File: config.mk
export PLATFORM = sky130hd
export DESIGN_NAME = sorted_double_ended_priority_buffer_core
export DESIGN_NICKNAME = d
export VERILOG_FILES = /design/src/hdl/sdepb_pkg.sv /design/src/hdl/sdepb_ram.sv /design/src/hdl/sdepb_seq.sv /design/src/hdl/sorted_double_ended_priority_buffer_core.sv
export SDC_FILE = /design/constraint.sdc
export NUM_CORES = 1
export LEC_CHECK = 0
export BUFFER_PORTS_ARGS = -buffer_cell sky130_fd_sc_hd__buf_2
export CAP_MARGIN = 20
export CORE_MARGIN = 2
export CORE_UTILIZATION = 50
export CTS_BUF_LIST = sky130_fd_sc_hd__clkbuf_8 sky130_fd_sc_hd__clkbuf_16
export CTS_CLUSTER_DIAMETER = 30
export CTS_CLUSTER_SIZE = 20
export DETAILED_ROUTE_END_ITERATION = 16
export HOLD_SLACK_MARGIN = 0.05
export PLACE_DENSITY = 0.74
export SETUP_SLACK_MARGIN = 0.5
export SYNTH_ARGS = -nofsm -noshare
export SYNTH_HDL_FRONTEND = slang
export SYNTH_SLANG_ARGS = --single-unit
File: constraint.sdc
create_clock -name clock -period 15.5 [get_ports clock]
set_input_delay 1.55 -clock clock [delete_from_list [all_inputs] [get_ports clock]]
set_output_delay 1.55 -clock clock [all_outputs]
set_load 0.05 [all_outputs]
File: src/hdl/sdepb_pkg.sv
// shared types, codes and sizes for the sorted double-ended priority buffer
package sdepb_pkg;

   localparam int AREA_SIZE_DEF = 16;
   localparam int KEY_W         = 32;
   localparam int CMD_W         = 2;
   localparam int STATUS_W      = 2;

   typedef enum logic [CMD_W-1:0] {
      CMD_INSERT  = 2'd0,
      CMD_POP_MIN = 2'd1,
      CMD_POP_MAX = 2'd2
   } cmd_type;

   typedef enum logic [STATUS_W-1:0] {
      STATUS_DONE  = 2'd0,
      STATUS_FULL  = 2'd1,
      STATUS_EMPTY = 2'd2
   } status_type;

   typedef enum logic [3:0] {
      ST_CLEAR,
      ST_IDLE,
      ST_INS_FREE,
      ST_INS_HEAD,
      ST_WALK,
      ST_LINK_PREV,
      ST_LINK_NEXT,
      ST_RM_READ,
      ST_RM_FREE,
      ST_FINISH
   } seq_state_type;

   typedef struct packed {
      logic                    start;
      logic [CMD_W-1:0]        cmd;
      logic signed [KEY_W-1:0] key;
      logic                    take;
   } seq_cmd_type;

   typedef struct packed {
      logic                    idle;
      logic                    done;
      logic signed [KEY_W-1:0] key_out;
      status_type              status;
   } seq_stat_type;

endpackage

File: src/hdl/sdepb_ram.sv
// simple dual-port memory with registered read data
module sdepb_ram
   import sdepb_pkg::*;
#(
   parameter int WIDTH = KEY_W,
   parameter int DEPTH = AREA_SIZE_DEF
) (
   input  logic                     clock,
   input  logic                     wr_en,
   input  logic [$clog2(DEPTH)-1:0] wr_addr,
   input  logic [WIDTH-1:0]         wr_data,
   input  logic [$clog2(DEPTH)-1:0] rd_addr,
   output logic [WIDTH-1:0]         rd_data
);

   logic [WIDTH-1:0] mem_ff [DEPTH];
   logic [WIDTH-1:0] rd_data_ff;

   always_ff @(posedge clock) begin
      if (wr_en) begin
         mem_ff[wr_addr] <= wr_data;
      end
   end

   always_ff @(posedge clock) begin
      rd_data_ff <= mem_ff[rd_addr];
   end

   assign rd_data = rd_data_ff;

endmodule

File: src/hdl/sdepb_seq.sv
// list sequencer: key and link memories, walk compare and pointer updates
module sdepb_seq
   import sdepb_pkg::*;
#(
   parameter int AREA_SIZE = AREA_SIZE_DEF
) (
   input  logic                           clock,
   input  logic                           reset,
   input  seq_cmd_type                    ctl,
   output seq_stat_type                   stat,
   output logic [$clog2(AREA_SIZE+1)-1:0] occupied
);

   localparam int IDX_W  = $clog2(AREA_SIZE);
   localparam int LINK_W = IDX_W + 1;
   localparam int CNT_W  = $clog2(AREA_SIZE + 1);
   localparam logic [LINK_W-1:0] NULL_LINK = {LINK_W{1'b1}};

   function automatic logic is_cell(input logic [LINK_W-1:0] l);
      return l < LINK_W'(AREA_SIZE);
   endfunction

   seq_state_type state_ff, state_in;
   logic [IDX_W-1:0]        clr_ff, clr_in;
   logic [LINK_W-1:0]       head_ff, head_in;
   logic [LINK_W-1:0]       tail_ff, tail_in;
   logic [LINK_W-1:0]       free_ff, free_in;
   logic [CNT_W-1:0]        count_ff, count_in;
   logic [CMD_W-1:0]        cmd_ff, cmd_in;
   logic signed [KEY_W-1:0] key_ff, key_in;
   logic [IDX_W-1:0]        cell_ff, cell_in;
   logic [IDX_W-1:0]        pos_ff, pos_in;
   logic [LINK_W-1:0]       nxt_ff, nxt_in;
   logic signed [KEY_W-1:0] key_out_ff, key_out_in;
   status_type              status_ff, status_in;

   logic              key_we, nx_we, pv_we;
   logic [IDX_W-1:0]  key_wa, nx_wa, pv_wa;
   logic [IDX_W-1:0]  key_ra, nx_ra, pv_ra;
   logic [KEY_W-1:0]  key_wd, key_rd;
   logic [LINK_W-1:0] nx_wd, nx_rd, pv_wd, pv_rd;

   logic              full;
   logic [LINK_W-1:0] end_link;
   logic [IDX_W-1:0]  end_cell;
   logic [LINK_W-1:0] nb;

   sdepb_ram #(.WIDTH(KEY_W), .DEPTH(AREA_SIZE)) u_key_ram (
      .clock   (clock),
      .wr_en   (key_we),
      .wr_addr (key_wa),
      .wr_data (key_wd),
      .rd_addr (key_ra),
      .rd_data (key_rd)
   );

   sdepb_ram #(.WIDTH(LINK_W), .DEPTH(AREA_SIZE)) u_next_ram (
      .clock   (clock),
      .wr_en   (nx_we),
      .wr_addr (nx_wa),
      .wr_data (nx_wd),
      .rd_addr (nx_ra),
      .rd_data (nx_rd)
   );

   sdepb_ram #(.WIDTH(LINK_W), .DEPTH(AREA_SIZE)) u_prev_ram (
      .clock   (clock),
      .wr_en   (pv_we),
      .wr_addr (pv_wa),
      .wr_data (pv_wd),
      .rd_addr (pv_ra),
      .rd_data (pv_rd)
   );

   assign full     = (count_ff >= CNT_W'(AREA_SIZE)) || !is_cell(free_ff);
   assign end_link = (ctl.cmd == CMD_POP_MIN) ? head_ff : tail_ff;
   assign end_cell = is_cell(end_link) ? end_link[IDX_W-1:0] : '0;
   assign nb       = (cmd_ff == CMD_POP_MIN) ? nx_rd : pv_rd;

   // next state
   always_comb begin
      state_in = state_ff;
      case (state_ff)
         ST_CLEAR: begin
            if (clr_ff == IDX_W'(AREA_SIZE - 1)) begin
               state_in = ST_IDLE;
            end
         end
         ST_IDLE: begin
            if (ctl.start) begin
               if (ctl.cmd == CMD_INSERT) begin
                  state_in = full ? ST_FINISH : ST_INS_FREE;
               end else if (ctl.cmd == CMD_POP_MIN || ctl.cmd == CMD_POP_MAX) begin
                  state_in = (count_ff == '0) ? ST_FINISH : ST_RM_READ;
               end else begin
                  state_in = ST_FINISH;
               end
            end
         end
         ST_INS_FREE: begin
            if (count_ff == CNT_W'(1) || !is_cell(head_ff)) begin
               state_in = ST_FINISH;
            end else begin
               state_in = ST_INS_HEAD;
            end
         end
         ST_INS_HEAD: begin
            if (key_ff < $signed(key_rd)) begin
               state_in = ST_LINK_NEXT;
            end else if (is_cell(nx_rd)) begin
               state_in = ST_WALK;
            end else begin
               state_in = ST_LINK_PREV;
            end
         end
         ST_WALK: begin
            if (!($signed(key_rd) < key_ff && is_cell(nx_rd))) begin
               state_in = ST_LINK_PREV;
            end
         end
         ST_LINK_PREV: state_in = ST_LINK_NEXT;
         ST_LINK_NEXT: state_in = ST_FINISH;
         ST_RM_READ:   state_in = ST_RM_FREE;
         ST_RM_FREE:   state_in = ST_FINISH;
         ST_FINISH: begin
            if (ctl.take) begin
               state_in = ST_IDLE;
            end
         end
         default: state_in = ST_IDLE;
      endcase
   end

   // datapath and memory control
   always_comb begin
      clr_in     = clr_ff;
      head_in    = head_ff;
      tail_in    = tail_ff;
      free_in    = free_ff;
      count_in   = count_ff;
      cmd_in     = cmd_ff;
      key_in     = key_ff;
      cell_in    = cell_ff;
      pos_in     = pos_ff;
      nxt_in     = nxt_ff;
      key_out_in = key_out_ff;
      status_in  = status_ff;
      key_we     = 1'b0;
      key_wa     = '0;
      key_wd     = '0;
      key_ra     = '0;
      nx_we      = 1'b0;
      nx_wa      = '0;
      nx_wd      = '0;
      nx_ra      = '0;
      pv_we      = 1'b0;
      pv_wa      = '0;
      pv_wd      = '0;
      pv_ra      = '0;
      case (state_ff)
         ST_CLEAR: begin
            nx_we  = 1'b1;
            nx_wa  = clr_ff;
            nx_wd  = {1'b0, clr_ff} + LINK_W'(1);
            pv_we  = 1'b1;
            pv_wa  = clr_ff;
            pv_wd  = NULL_LINK;
            clr_in = clr_ff + IDX_W'(1);
         end
         ST_IDLE: begin
            cmd_in     = ctl.cmd;
            key_in     = ctl.key;
            key_out_in = '0;
            status_in  = STATUS_DONE;
            if (ctl.start) begin
               if (ctl.cmd == CMD_INSERT) begin
                  if (full) begin
                     status_in = STATUS_FULL;
                  end else begin
                     cell_in  = free_ff[IDX_W-1:0];
                     nx_ra    = free_ff[IDX_W-1:0];
                     key_we   = 1'b1;
                     key_wa   = free_ff[IDX_W-1:0];
                     key_wd   = ctl.key;
                     count_in = count_ff + CNT_W'(1);
                  end
               end else if (ctl.cmd == CMD_POP_MIN || ctl.cmd == CMD_POP_MAX) begin
                  if (count_ff == '0) begin
                     status_in = STATUS_EMPTY;
                  end else begin
                     cell_in = end_cell;
                     key_ra  = end_cell;
                     nx_ra   = end_cell;
                     pv_ra   = end_cell;
                  end
               end
            end
         end
         ST_INS_FREE: begin
            free_in = nx_rd;
            if (count_ff == CNT_W'(1) || !is_cell(head_ff)) begin
               head_in = {1'b0, cell_ff};
               tail_in = {1'b0, cell_ff};
               nx_we   = 1'b1;
               nx_wa   = cell_ff;
               nx_wd   = NULL_LINK;
               pv_we   = 1'b1;
               pv_wa   = cell_ff;
               pv_wd   = NULL_LINK;
            end else begin
               key_ra = head_ff[IDX_W-1:0];
               nx_ra  = head_ff[IDX_W-1:0];
            end
         end
         ST_INS_HEAD: begin
            if (key_ff < $signed(key_rd)) begin
               pv_we   = 1'b1;
               pv_wa   = cell_ff;
               pv_wd   = NULL_LINK;
               nxt_in  = head_ff;
               head_in = {1'b0, cell_ff};
            end else begin
               pos_in = head_ff[IDX_W-1:0];
               nxt_in = nx_rd;
               key_ra = nx_rd[IDX_W-1:0];
               nx_ra  = nx_rd[IDX_W-1:0];
            end
         end
         ST_WALK: begin
            if ($signed(key_rd) < key_ff) begin
               pos_in = nxt_ff[IDX_W-1:0];
               nxt_in = nx_rd;
               key_ra = nx_rd[IDX_W-1:0];
               nx_ra  = nx_rd[IDX_W-1:0];
            end
         end
         ST_LINK_PREV: begin
            nx_we = 1'b1;
            nx_wa = pos_ff;
            nx_wd = {1'b0, cell_ff};
            pv_we = 1'b1;
            pv_wa = cell_ff;
            pv_wd = {1'b0, pos_ff};
         end
         ST_LINK_NEXT: begin
            nx_we = 1'b1;
            nx_wa = cell_ff;
            if (is_cell(nxt_ff)) begin
               nx_wd = nxt_ff;
               pv_we = 1'b1;
               pv_wa = nxt_ff[IDX_W-1:0];
               pv_wd = {1'b0, cell_ff};
            end else begin
               nx_wd   = NULL_LINK;
               tail_in = {1'b0, cell_ff};
            end
         end
         ST_RM_READ: begin
            key_out_in = $signed(key_rd);
            if (cmd_ff == CMD_POP_MIN) begin
               head_in = nb;
               if (is_cell(nb)) begin
                  pv_we = 1'b1;
                  pv_wa = nb[IDX_W-1:0];
                  pv_wd = NULL_LINK;
               end
            end else begin
               tail_in = nb;
               if (is_cell(nb)) begin
                  nx_we = 1'b1;
                  nx_wa = nb[IDX_W-1:0];
                  nx_wd = NULL_LINK;
               end
            end
            count_in = count_ff - CNT_W'(1);
            if (count_ff == CNT_W'(1)) begin
               head_in = NULL_LINK;
               tail_in = NULL_LINK;
            end
         end
         ST_RM_FREE: begin
            nx_we   = 1'b1;
            nx_wa   = cell_ff;
            nx_wd   = free_ff;
            free_in = {1'b0, cell_ff};
         end
         ST_FINISH: begin
         end
         default: begin
         end
      endcase
   end

   always_ff @(posedge clock) begin
      if (reset) begin
         state_ff <= ST_CLEAR;
         clr_ff   <= '0;
         head_ff  <= NULL_LINK;
         tail_ff  <= NULL_LINK;
         free_ff  <= '0;
         count_ff <= '0;
      end else begin
         state_ff <= state_in;
         clr_ff   <= clr_in;
         head_ff  <= head_in;
         tail_ff  <= tail_in;
         free_ff  <= free_in;
         count_ff <= count_in;
      end
   end

   always_ff @(posedge clock) begin
      cmd_ff     <= cmd_in;
      key_ff     <= key_in;
      cell_ff    <= cell_in;
      pos_ff     <= pos_in;
      nxt_ff     <= nxt_in;
      key_out_ff <= key_out_in;
      status_ff  <= status_in;
   end

   assign stat.idle    = (state_ff == ST_IDLE);
   assign stat.done    = (state_ff == ST_FINISH);
   assign stat.key_out = key_out_ff;
   assign stat.status  = status_ff;
   assign occupied     = count_ff;

endmodule

File: src/hdl/sorted_double_ended_priority_buffer_core.sv
// top level of the sorted double-ended priority buffer with its result register
// Keeps up to AREA_SIZE signed keys in ascending order as a doubly linked list in
// three single-port-read memories (keys, next links, prev links). An insert walks
// the list from the head, one cell per cycle through the key and next-link memories,
// and compares at most AREA_SIZE - 2 keys behind the head; an insert into an empty
// store needs no walk, nor does one in front of the head. After reset the link memories
// are cleared in a pass over all AREA_SIZE cells with req_tready low. A finished result
// waits in an output register while the next request is taken.
module sorted_double_ended_priority_buffer_core
   import sdepb_pkg::*;
#(
   parameter int AREA_SIZE = AREA_SIZE_DEF
) (
   input  logic                  clock,
   input  logic                  reset,
   input  logic                  req_tvalid,
   output logic                  req_tready,
   input  logic [KEY_W-1:0]      req_tdata,   // key
   input  logic [CMD_W-1:0]      req_tuser,   // cmd
   output logic                  rsp_tvalid,
   input  logic                  rsp_tready,
   output logic [((KEY_W+$clog2(AREA_SIZE+1)+7)/8)*8-1:0]
                                 rsp_tdata,   // key_out, occupied, zero pad
   output logic [STATUS_W-1:0]   rsp_tuser    // status
);

   localparam int CNT_W      = $clog2(AREA_SIZE + 1);
   localparam int RSP_DATA_W = ((KEY_W + CNT_W + 7) / 8) * 8;

   seq_cmd_type        ctl;
   seq_stat_type       stat;
   logic [CNT_W-1:0]   occupied;
   logic               load;

   logic                  rsp_valid_ff, rsp_valid_in;
   logic [RSP_DATA_W-1:0] rsp_data_ff, rsp_data_in;
   logic [STATUS_W-1:0]   rsp_user_ff, rsp_user_in;

   sdepb_seq #(.AREA_SIZE(AREA_SIZE)) u_seq (
      .clock    (clock),
      .reset    (reset),
      .ctl      (ctl),
      .stat     (stat),
      .occupied (occupied)
   );

   assign load       = stat.done && (!rsp_valid_ff || rsp_tready);
   assign req_tready = stat.idle;

   assign ctl.start = req_tvalid && stat.idle;
   assign ctl.cmd   = req_tuser;
   assign ctl.key   = $signed(req_tdata);
   assign ctl.take  = load;

   always_comb begin
      rsp_valid_in = rsp_valid_ff;
      rsp_data_in  = rsp_data_ff;
      rsp_user_in  = rsp_user_ff;
      if (load) begin
         rsp_valid_in = 1'b1;
         rsp_data_in  = RSP_DATA_W'({occupied, stat.key_out});
         rsp_user_in  = stat.status;
      end else if (rsp_tready) begin
         rsp_valid_in = 1'b0;
      end
   end

   always_ff @(posedge clock) begin
      if (reset) begin
         rsp_valid_ff <= 1'b0;
      end else begin
         rsp_valid_ff <= rsp_valid_in;
      end
   end

   always_ff @(posedge clock) begin
      rsp_data_ff <= rsp_data_in;
      rsp_user_ff <= rsp_user_in;
   end

   assign rsp_tvalid = rsp_valid_ff;
   assign rsp_tdata  = rsp_data_ff;
   assign rsp_tuser  = rsp_user_ff;

endmodule

==> reports/results.ini <==
[status]
status=complete, no violations

[logic_synthesis]
synth_xor_area_frac=0.002540
synth_top_family_by_area=simple AND/OR/NAND/NOR gates
yosys.area_share.simple=0.1281
synth_cell_type_count=74
avgSynthCellArea_um2=13.32
synth_top_area_frac=0.6898
syn_area_um2=34480
synth_edf_count=792
synth_ff_type=edfxtp_1
synth_fa_ha_area_frac=0.01379
ys_seq_elements=863
synth-compound-area-share=0.08590
synth_area_leaders=edfxtp_1 (69%), nand2_1 (6.5%), dfxtp_1 (4.1%), a21oi_1 (1.8%), nand3_1 (1.8%)
synthArstFlopShare=0
synthCells=2589
ys_seq_area_frac=0.7310
yosysTopAreaCell=edfxtp_1
synth_warnings=0
synth.area.mux_share=0.01310

[setup_path]
worstPathMaxFanout=21
criticalPathCategory=reg -> reg
r2r-start=u_seq.u_key_ram.rd_data[17]
cp.required_ps=15840
worstSetupStartpointType=register
arrival_ps=5740
critPathLaunch=u_seq.u_key_ram.rd_data[17]
reg2regPathDepth=12
end_kind=register

[global_route]
grtUsageTotal=0.2437
antenna_found_initial=0
grt-ovfl-total=0
grt_first_pass_wirelength_um=129500
grt_max_degree=255
grt_pass1_vias=22190

[sta]
worstMarginPinSlew_ps=1269
rsz0062_at_grt=no
slew_violations=0
post-route-period-util=0.3486
tns_ps=0
timing.final.crit_period_ps=5404
whs_ps=414.1
finalHoldViolCount=0
fin_skew_ps=32.86
maxSlewHeadroom=0.1541
max_freq_mhz=185.0
setup_viol_count_final=0

[drt]
drc_errors=0
first_pass_iters=6
drt_iter0_drc=3003
vias=22310
wl_um=86550
vias_per_cell=6.022
drt-wirelength-per-cell_um=23.36
drtAntennaViolNets=0

[clock_network]
post_cts_buffers=0
clkTransAtPathRegs_ps=50
clk_latency_ps=720
clk_path_buf_depth=3
cts_buffers=142
hold_buffers=0
clock_sinks=863
htreeDepth=4
root_buffer=clkbuf_16
cts_resized=0
cts_tree=done

[final_layout]
syn_to_final_growth_pct=17.75
layout-drive-gt1-share=0.1452
layout.nets=2780
final_area_um2=40600
diodes=0
final_common_cell=edfxtp_1
fin_cells=3705
final_cell_mix=edfxtp_1 (792), nand2_1 (600), clkbuf_16 (148)

[worst_hold_path]
worstHoldPathCells=0
worstHoldPathType=reg -> reg
min_from=u_seq.key_out_ff[26]

[placed_design]
dpl_cell_area_um2=35800
gp_congestion=0.8752
place_hpwl_um=47480
post-place-cells=3440
portBuffers=78

[floorplanning]
io_pins=82
dieHeight_um=266.6
initial_core_util=0.5036
die_x_um=266.6
die_area_um2=71070
coreArea_um2=68470
rows=96

[pwr]
power_density_nw_per_um2=139.4
p_leak_uw=0.01394
peakVddDrop_mv=0.1105

[run]
cap_violations=0

-- flip-flops by register name (all words and copies together) (netlist names), 5 cells and up --
register	count
u_seq.key_ff	32
u_seq.u_prev_ram.mem_ff	80
u_seq.occupied	5
u_seq.free_ff	5
u_seq.nxt_ff	5
u_seq.u_key_ram.mem_ff	512
u_seq.tail_ff	5
u_seq.u_key_ram.rd_data	32
rsp_tdata	37
u_seq.u_next_ram.rd_data	5
u_seq.head_ff	5
u_seq.key_out_ff	32
u_seq.u_prev_ram.rd_data	5
u_seq.u_next_ram.mem_ff	80
-- metrics by stage --
stage / total power, uW / setup slack (ps) / utilization
floorplan: 2602 / 9331 / -
global placement: 2622 / 9950 / 0.5229
detailed placement: 2623 / 9753 / 0.5229
CTS: 5690 / 10230 / 0.5927
global route: 5801 / 9956 / 0.5929
finish: 5658 / 10100 / 0.5929
-- kinds of logic after synthesis --
kind of cell / count (synthesis)
AO/OA/AOI/OAI: 419
XOR/XNOR: 10
adder cells (fa/ha/maj): 38
buffers and inverters: 204
flip-flops: 863
multiplexers: 44
other: 1
AND/OR/NAND/NOR: 1010
-- layer usage --
| metal | share of wire | GRT usage | vias up |
|---|---|---|---|
| met2 | 0.48 | 0.3913 | 1207 |
| met1 | 0.39 | 0.3176 | 10950 |
| met5 | 0 | 0 | - |
| li1 | - | - | 9922 |
| met3 | 0.093 | 0.04890 | 229 |
| met4 | 0.043 | 0.1218 | 0 |
-- Yosys cell counts, types with 5 or more instances --
cell type and count:
edfxtp_1 792, nand2_1 601, a21oi_1 126, nand3_1 125, nor2_1 104, clkbuf_1 85, dfxtp_1 71, a32oi_1 66
inv_1 49, and2_1 45, nand4_1 45, a31oi_1 38, buf_2 38, ha_1 38, a22oi_1 35, mux2i_1 35
o21ai_0 33, nor3_1 23, buf_1 21, a22o_1 15, a211o_1 13, a211oi_1 13, nand2b_1 12, a221o_1 11
nor2b_1 11, a21o_1 10, and3_1 10, o221ai_1 10, mux2_2 9, nor4_1 7, xor2_1 7, a221oi_1 5
buf_6 5, nor3b_1 5, or3_1 5
-- worst paths after layout --
| path | to | slack [ps] |
|---|---|---|
| setup / recovery | u_seq.u_prev_ram.mem_ff[8][0] | 10100 |
| hold / removal | rsp_tdata[26] | 410 |
| setup reg to reg | u_seq.u_prev_ram.mem_ff[8][0] | 10100 |
| hold reg to reg | rsp_tdata[26] | 410 |
-- cell type report --
class                           count  area, um2
Clock inverter                    109      992.2
Sequential cell                   863      25200
Timing Repair Buffer              123      740.7
Fill cell                        5030      27870
Multi-Input combinational cell   1524       8582
Tap cell                          882       1104
Clock buffer                      154       3786
Inverter                           50      187.7
-- where the power goes --
group          switching, uW  internal [uW]
sequential              8.15           2530
clock                   1080           2000
combinational           31.1           15.0
total                   1120           4540
-- worst max-delay path, stage by stage, from the launching register on --
cell and delay (ps):
dfxtp_1 300, inv_1 70, ha_1 330, a21oi_1 150, o21ai_0 260, a221o_1 500, a22oi_1 470, nand3_2 470
o21ai_1 440, or3_1 800, or3_1 300, or3b_2 550, nor2_1 400
(Power assumes the default switching activity.)
